==> src/vpy_pkg.sv <==
// shared widths, constants, pipeline word types and the arctangent table
// for the vector_to_pitch_yaw block; no dependencies
package vpy_pkg;

  localparam int CORDIC_STAGES = 24;
  localparam int TABLE_LEN     = 40;
  localparam int GUARD_BITS    = 24;
  localparam int ANG_FRAC      = 12;

  localparam int COORD_W   = 32;
  localparam int DIFF_W    = COORD_W + 1;
  localparam int SQ_W      = 2 * DIFF_W - 1;
  localparam int NSUM_W    = SQ_W + 1;
  localparam int ROOT_W    = (NSUM_W + 1) / 2 + 1;
  localparam int TRIAL_W   = ROOT_W + ROOT_W + 1;
  localparam int IDX_W     = $clog2(TABLE_LEN > ROOT_W ? TABLE_LEN : ROOT_W);
  localparam int PRE_W     = DIFF_W + 2;
  localparam int CV_W      = PRE_W + GUARD_BITS + 1;
  localparam int ANG_W     = 29;
  localparam int ANG_OUT_W = ANG_W - ANG_FRAC;
  localparam int PITCH_W   = 15;
  localparam int YAW_W     = 16;
  localparam int DIST_W    = 33;

  localparam int YAW_LIM   = 23040;
  localparam int PITCH_LIM = 11520;

  localparam logic signed [ANG_W-1:0] ANG_90   = ANG_W'(90 * 524288);
  localparam logic signed [ANG_W-1:0] ANG_HALF = ANG_W'(1 << (ANG_FRAC - 1));

  // atan(2^-i) in degrees * 2^19
  localparam logic [24:0] ATAN_TAB [TABLE_LEN] = '{
    25'd23592960, 25'd13927738, 25'd7359034, 25'd3735561, 25'd1875029,
    25'd938429, 25'd469329, 25'd234679, 25'd117341, 25'd58671,
    25'd29335, 25'd14668, 25'd7334, 25'd3667, 25'd1833,
    25'd917, 25'd458, 25'd229, 25'd115, 25'd57,
    25'd29, 25'd14, 25'd7, 25'd4, 25'd2,
    25'd1, 25'd0, 25'd0, 25'd0, 25'd0,
    25'd0, 25'd0, 25'd0, 25'd0, 25'd0,
    25'd0, 25'd0, 25'd0, 25'd0, 25'd0
  };

  typedef struct packed {
    logic valid;
    logic degen;
    logic yaw_zero;
  } tag_t;

  typedef struct packed {
    logic [NSUM_W-1:0] rem;
    logic [ROOT_W-1:0] root;
  } root_lane_t;

  typedef struct packed {
    tag_t                      tag;
    logic signed [DIFF_W-1:0]  dx;
    logic signed [DIFF_W-1:0]  dy;
    logic signed [DIFF_W-1:0]  dz;
    root_lane_t                h;
    root_lane_t                d;
  } root_word_t;

  typedef struct packed {
    logic signed [CV_W-1:0]  x;
    logic signed [CV_W-1:0]  y;
    logic signed [ANG_W-1:0] z;
  } vec_t;

  typedef struct packed {
    tag_t              tag;
    logic [DIST_W-1:0] distance;
    vec_t              yv;
    vec_t              pv;
  } cordic_word_t;

  function automatic logic signed [ANG_W-1:0] atan_of(logic [IDX_W-1:0] k);
    logic signed [ANG_W-1:0] a;
    a = '0;
    if (k < IDX_W'(TABLE_LEN)) begin
      a = ANG_W'(ATAN_TAB[k]);
    end
    return a;
  endfunction

endpackage

==> src/vpy_cordic_cell.sv <==
// one vectoring rotation for both the yaw and the pitch vectors
// depends on vpy_pkg (arctangent table)
module vpy_cordic_cell (
  input  logic                        clk,
  input  logic                        rst_n,
  input  logic                        en,
  input  logic [vpy_pkg::IDX_W-1:0]   stage_idx,
  input  vpy_pkg::cordic_word_t       cin,
  output vpy_pkg::cordic_word_t       cout
);

  function automatic vpy_pkg::vec_t cordic_step(vpy_pkg::vec_t v,
                                                logic [vpy_pkg::IDX_W-1:0] k);
    logic signed [vpy_pkg::CV_W-1:0]  xs;
    logic signed [vpy_pkg::CV_W-1:0]  ys;
    logic signed [vpy_pkg::ANG_W-1:0] a;
    vpy_pkg::vec_t                    o;
    xs = v.x >>> k;
    ys = v.y >>> k;
    a  = vpy_pkg::atan_of(k);
    // rotate toward the x axis: clockwise when y is non-negative
    if (!v.y[vpy_pkg::CV_W-1]) begin
      o.x = v.x + ys;
      o.y = v.y - xs;
      o.z = v.z + a;
    end else begin
      o.x = v.x - ys;
      o.y = v.y + xs;
      o.z = v.z - a;
    end
    return o;
  endfunction

  vpy_pkg::cordic_word_t word_nxt;
  vpy_pkg::cordic_word_t word_r;

  always_comb begin
    word_nxt    = cin;
    word_nxt.yv = cordic_step(cin.yv, stage_idx);
    word_nxt.pv = cordic_step(cin.pv, stage_idx);
  end

  always_ff @(posedge clk) begin
    if (!rst_n) begin
      word_r.tag.valid <= 1'b0;
    end else if (en) begin
      word_r <= word_nxt;
    end
  end

  assign cout = word_r;

endmodule

==> config.mk <==
export PLATFORM = sky130hd
export DESIGN_NAME = vpy_cordic_cell
export DESIGN_NICKNAME = d
export VERILOG_FILES = /design/src/vpy_pkg.sv /design/src/vpy_cordic_cell.sv
export SDC_FILE = /design/constraint.sdc
export NUM_CORES = 2
export LEC_CHECK = 0
export ABC_CLOCK_PERIOD_IN_PS = 8400
export BUFFER_PORTS_ARGS = -buffer_cell sky130_fd_sc_hd__buf_2
export CORE_MARGIN = 3
export CORE_UTILIZATION = 40
export CTS_CLUSTER_SIZE = 8
export DETAILED_ROUTE_END_ITERATION = 10
export SLEW_MARGIN = 30
export SYNTH_ARGS = -nofsm -noshare
export SYNTH_HDL_FRONTEND = slang
export SYNTH_SLANG_ARGS = --single-unit
==> constraint.sdc <==
create_clock -name clk -period 8.4 [get_ports clk]
set_input_delay 0.42 -clock clk [delete_from_list [all_inputs] [get_ports clk]]
set_output_delay 0.42 -clock clk [all_outputs]
set_load 0.01 [all_outputs]
## Yosys cells after proc, flatten, opt, wreduce, memory -nomap -nowiden

Memories as Yosys holds them, arrays and structs flattened.
Index checks and enable logic that the tools add are counted.

- Bitwise operators: 1
- Reductions and logical operators: 1
- Magnitude comparators: 2
- Muxes and demuxes: 5
- Shift-type cells: 4
- $add $sub $neg: 12

Operators with widths:

| kind | number |
|---|---|
| 149-bit 2-to-1 mux | 2 |
| 60-bit adder | 4 |
| 60-bit by 6-bit >>> shifter with 60-bit output | 4 |
| 60-bit subtractor | 4 |
| 25-bit 2-to-1 mux | 3 |
| 29-bit adder | 2 |
| 29-bit subtractor | 2 |
| 7-bit >= comparator, second input constant | 1 |
| 6-bit NOT with 7-bit output | 1 |
| 6-bit < comparator, second input constant | 1 |
| 2-bit AND reduction | 1 |

- Output and inout bits: 334
- Memories kept: 1
- Bits of input ports: 343
- Bits in registers: 334
- Bits in read-only memories: 1,600
- Logic and storage cells: 36

Memory list:

| name | depth | bits a word | rd ports | clocked after memory_dff | wr ports | RTL line | text |
|---|---|---|---|---|---|---|---|
| (name not given) | 64 | 25 | 1 | 0 | 0 | vpy_pkg.sv:80 | `a = ANG_W'(ATAN_TAB[k]);` |

## Depth between registers and ports, before layout

- Depth after elaboration: 7
- Gate-level depth with buffers: 39
- Gate-level depth less buffers: 30

## Worst setup path before layout

Ideal clock, no wire load.

- Path type: input -> register
- From: input port en
- To: register word_r (netlist bit cout[0]) (enable)
- Data required time: 7.664 ns
- Stages on the path: 1
- Library setup time: 0.736 ns
- Path slack: -0.258 ns
- Arrival time: 7.922 ns
- Path buffers: 0
- Cell sequence: and2_1

- Cells in the longest elaborated chain, start to end: 1

Ends and longest elaborated chain:

| what | RTL line | text |
|---|---|---|
| start: declaration | vpy_cordic_cell.sv:6 | `input logic en,` |
| 2-bit AND reduction (no source line) | n/a |  |
| end signal: assignment | vpy_cordic_cell.sv:47 | `word_r <= word_nxt;` |
| end: declaration | vpy_cordic_cell.sv:35 | `vpy_pkg::cordic_word_t word_r;` |

No other way between the ends.
A chain may end at the register's enable or synchronous reset.

==> results by group <==
Run status
  • Status: completed

Finish
  • Area Overhead vs Synth: 19.4%
  • Share of layout cells above drive strength 1: 27.8%
  • Design Area, Final: 0.0633 mm2
  • Nets: 7535
  • Max reg flops: 334

Critical path
  • Highest cell delay on the worst timing path: ~0.53 ns
  • Startpoint Class: input pin
  • Worst path arrival time: approximately 8.0 ns
  • WP buf/inv: 7
  • CP top delay family: compound AO/OA/AOI/OAI gates
  • CP required: 8.77 ns
  • Critical Path End Type: flip-flop
  • Crit Path Class: in -> reg
  • Max FO, Critical Path: 61
  • CP max stage cell: mux4_2
  • Cell mode on critical path: buf_4

Synth
  • Cells after Synth: roughly 5900
  • Synth area leaders: edfxtp_1, mux4_2, ha_1, mux2i_1, xnor2_1
  • FF+latch count, synth: 334
  • Share of the synthesized area in the top cell type: 18.9%
  • Synthesized cell area: 0.0530 mm2
  • Cell taking the most area after synthesis: edfxtp_1
  • Syn Area/Cell: 8.99 um2
  • Post-synth EDFFs: 333
  • Syn. warnings: 0
  • Synth Flop Type: edfxtp_1
  • Post-synthesis cell type count: slightly above 100
  • Syn_nets: 6568
  • Seq/Total Area, Yosys: 18.9%
  • Post-synth ARST share: 0%

Global route
  • First-pass GRT wire length: 391000 um
  • GRT overflow: 0
  • Tot GR Track Use: between 30% and 40%
  • Vias in the first global route: between 50000 and 60000
  • Initial antenna violation count: 23
  • Largest net degree at the start of global routing: 135

Place
  • Number of I/O port buffers: 676
  • Detailed Place HPWL: 224000 um
  • Area after DPL: between 0.06 and 0.07 mm2
  • GPL Wtd Cong: 1.08

Routing
  • WL per Instance: 32.2 um
  • Antenna Nets Post-Route: 0
  • Starting DRC count in detailed routing: 6644
  • DR DRC count: 0
  • Via/cell ratio: 6.52
  • Via count: 56252
  • Drt total wl: 278000 um
  • Router iterations before antenna repair: 9

Pwr
  • Part of the power in the clock network: 17.4%
  • Combinational share of power: 59.8%
  • Leak: about 0.026 uW
  • Peak VDD IR: 0.000161 V
  • Psw: 4480 uW
  • Power Internal: approximately 5800 uW
  • Sequential group share of total power: a little under a quarter
  • Sw frac: 43.5%
  • Pwr/cell area: 163 mW/mm2

Die
  • Core Region: approximately 0.13 mm2
  • Die width: 370 um
  • IO Pins: slightly below 700
  • Starting Density: 40.6%
  • Die height: 370 um
  • Die area: approximately 0.14 mm2
  • # rows: approximately 130

Timing
  • Worst Tran Pin Value: 1.02 ns
  • RSZ-0062 raised after global routing: no
  • Final hold violation count: 0
  • Slew Limit Fails: 0
  • Final count of negative-setup-slack endpoints: 0
  • Post-Route Skew: 0 ns
  • Slew HR: about a third
  • Fin Setup TNS: 0 ns
  • Tcrit/Tclk final: 91.1%
  • Final min period: ~7.7 ns
  • Max Clk Rate: 131 MHz

Clock tree
  • Worst-path clk slew: around 0.05 ns
  • Setup bufs post-CTS: 0
  • # clock sinks: 334
  • CTS resizes: 0
  • CTS Buffer Depth: 3
  • Root buf cell: clkbuf_16
  • Htree depth: 2
  • Worst-Skew Late Latency: 0.63 ns
  • CTS tree: done
  • CTS Buf Count: 48

Hold path
  • Worst min path class: in -> reg

Job
  • # Max-Cap Violations: 0
## cell usage after synthesis (all sizes together), types with 51 or more instances
cell and n:
inv 126, nor3 118, o22ai 55, a21oi 490
xor2 177, edfxtp 333, mux2i 304, mux4 366
and3 61, o211ai 51, nand2 514, a21o 184
o21ai 323, xnor2 301, and2 67, ha 328
o21a 70, nand3 97, a31oi 94, nand2b 58
clkbuf 169, mux2 158, nor2 497, a211oi 61
nor2b 81, buf 209
## what timing repair did
| action | CTS | global route |
|---|---|---|
| hold buffers | 35 | 0 |
| endpoints found under the hold margin | 35 | 0 |
| setup endpoints to repair | 0 | 0 |
## final timing paths
| check | cells after the start | to | slack (ns) | start |
|---|---|---|---|---|
| hold reg to reg | 2 | cout[333] | 0.52 | cout[333] |
| hold / removal | 2 | cout[333] | 0.03 | rst_n |
| setup reg to reg | 2 | cout[333] | 7.82 | cout[333] |
| setup / recovery | 32 | cout[147] | 0.74 | stage_idx[3] |
## cell families after synthesis
| family | share of synthesized area (%) |
|---|---|
| compound gates | 21.2 |
| simple gates | 14.9 |
| mux | 24.7 |
| buf+inv | 4.40 |
| xor+xnor | 7.90 |
| fa+ha+maj | 7.97 |
| flops | 18.9 |
## layout make-up
type | instances | area (um2)
Clock buffer | 64 | 1300
Tap cell | 1742 | 2180
Inverter | 128 | 495
Timing Repair Buffer | 1295 | 8540
Clock inverter | 2 | 25.0
Fill cell | 12621 | 67200
Antenna cell | 17 | 42.5
Multi-Input combinational cell | 5051 | 40700
Sequential cell | 334 | 10000
## power groups by stage
stage          Clock (uW)  Combinational [uW]  Sequential (uW)
4_1_cts              1850                6030             2350
5_1_grt              1900                6540             2370
3_5_place_dp            0                5970             2380
6_report             1790                6160             2350
3_3_place_gp            0                5970             2380
2_1_floorplan           0                3500             2530
## routing by layer
metal  vias to the layer above  global-route usage [%]  wire (um)  share of wire (%)
met3                       833                    7.33      23400                8.4
met2                      3248                    63.6     128000                 46
met4                         6                    28.3      24400                8.8
met5                         -                   0.178         38              0.014
met1                     27584                    46.2     103000                 37
li1                      24581                       -          -                  -
## through the flow
step	hold WS [ns]	instances	util, %	power (uW)	worst slack [ns]
floorplan	0.519	5891	-	6030	0.0911
global placement	0.498	8512	47.2	8350	0.411
detailed placement	0.507	8512	47.2	8350	0.369
CTS	0.00422	8613	48.4	10200	1.00
global route	0.0406	8620	48.5	10800	0.259
finish	0.0345	8633	48.5	10300	0.745
## cells in the final DEF (no fill, tap or decap), drive strengths merged, types with 28 or more instances in the layout
cell         instances
nor2               497
o21bai              44
xnor2              301
o211ai              51
nor2b               81
ha                 328
a21o               184
nand3               97
a21oi              490
o31ai               38
o21a                70
buf               1259
dlygate4sd3         35
mux2               158
and2                67
a221oi              35
nand2              514
and3                61
mux2i              304
clkbuf              65
mux4               366
a31oi               94
inv                127
nand2b              58
a211oi              61
o22ai               55
o21ai              323
xor2               177
edfxtp             333
nand4               50
or3                 28
a22oi               33
nor3               118
Note: power is estimated with default switching activity, not from simulation.
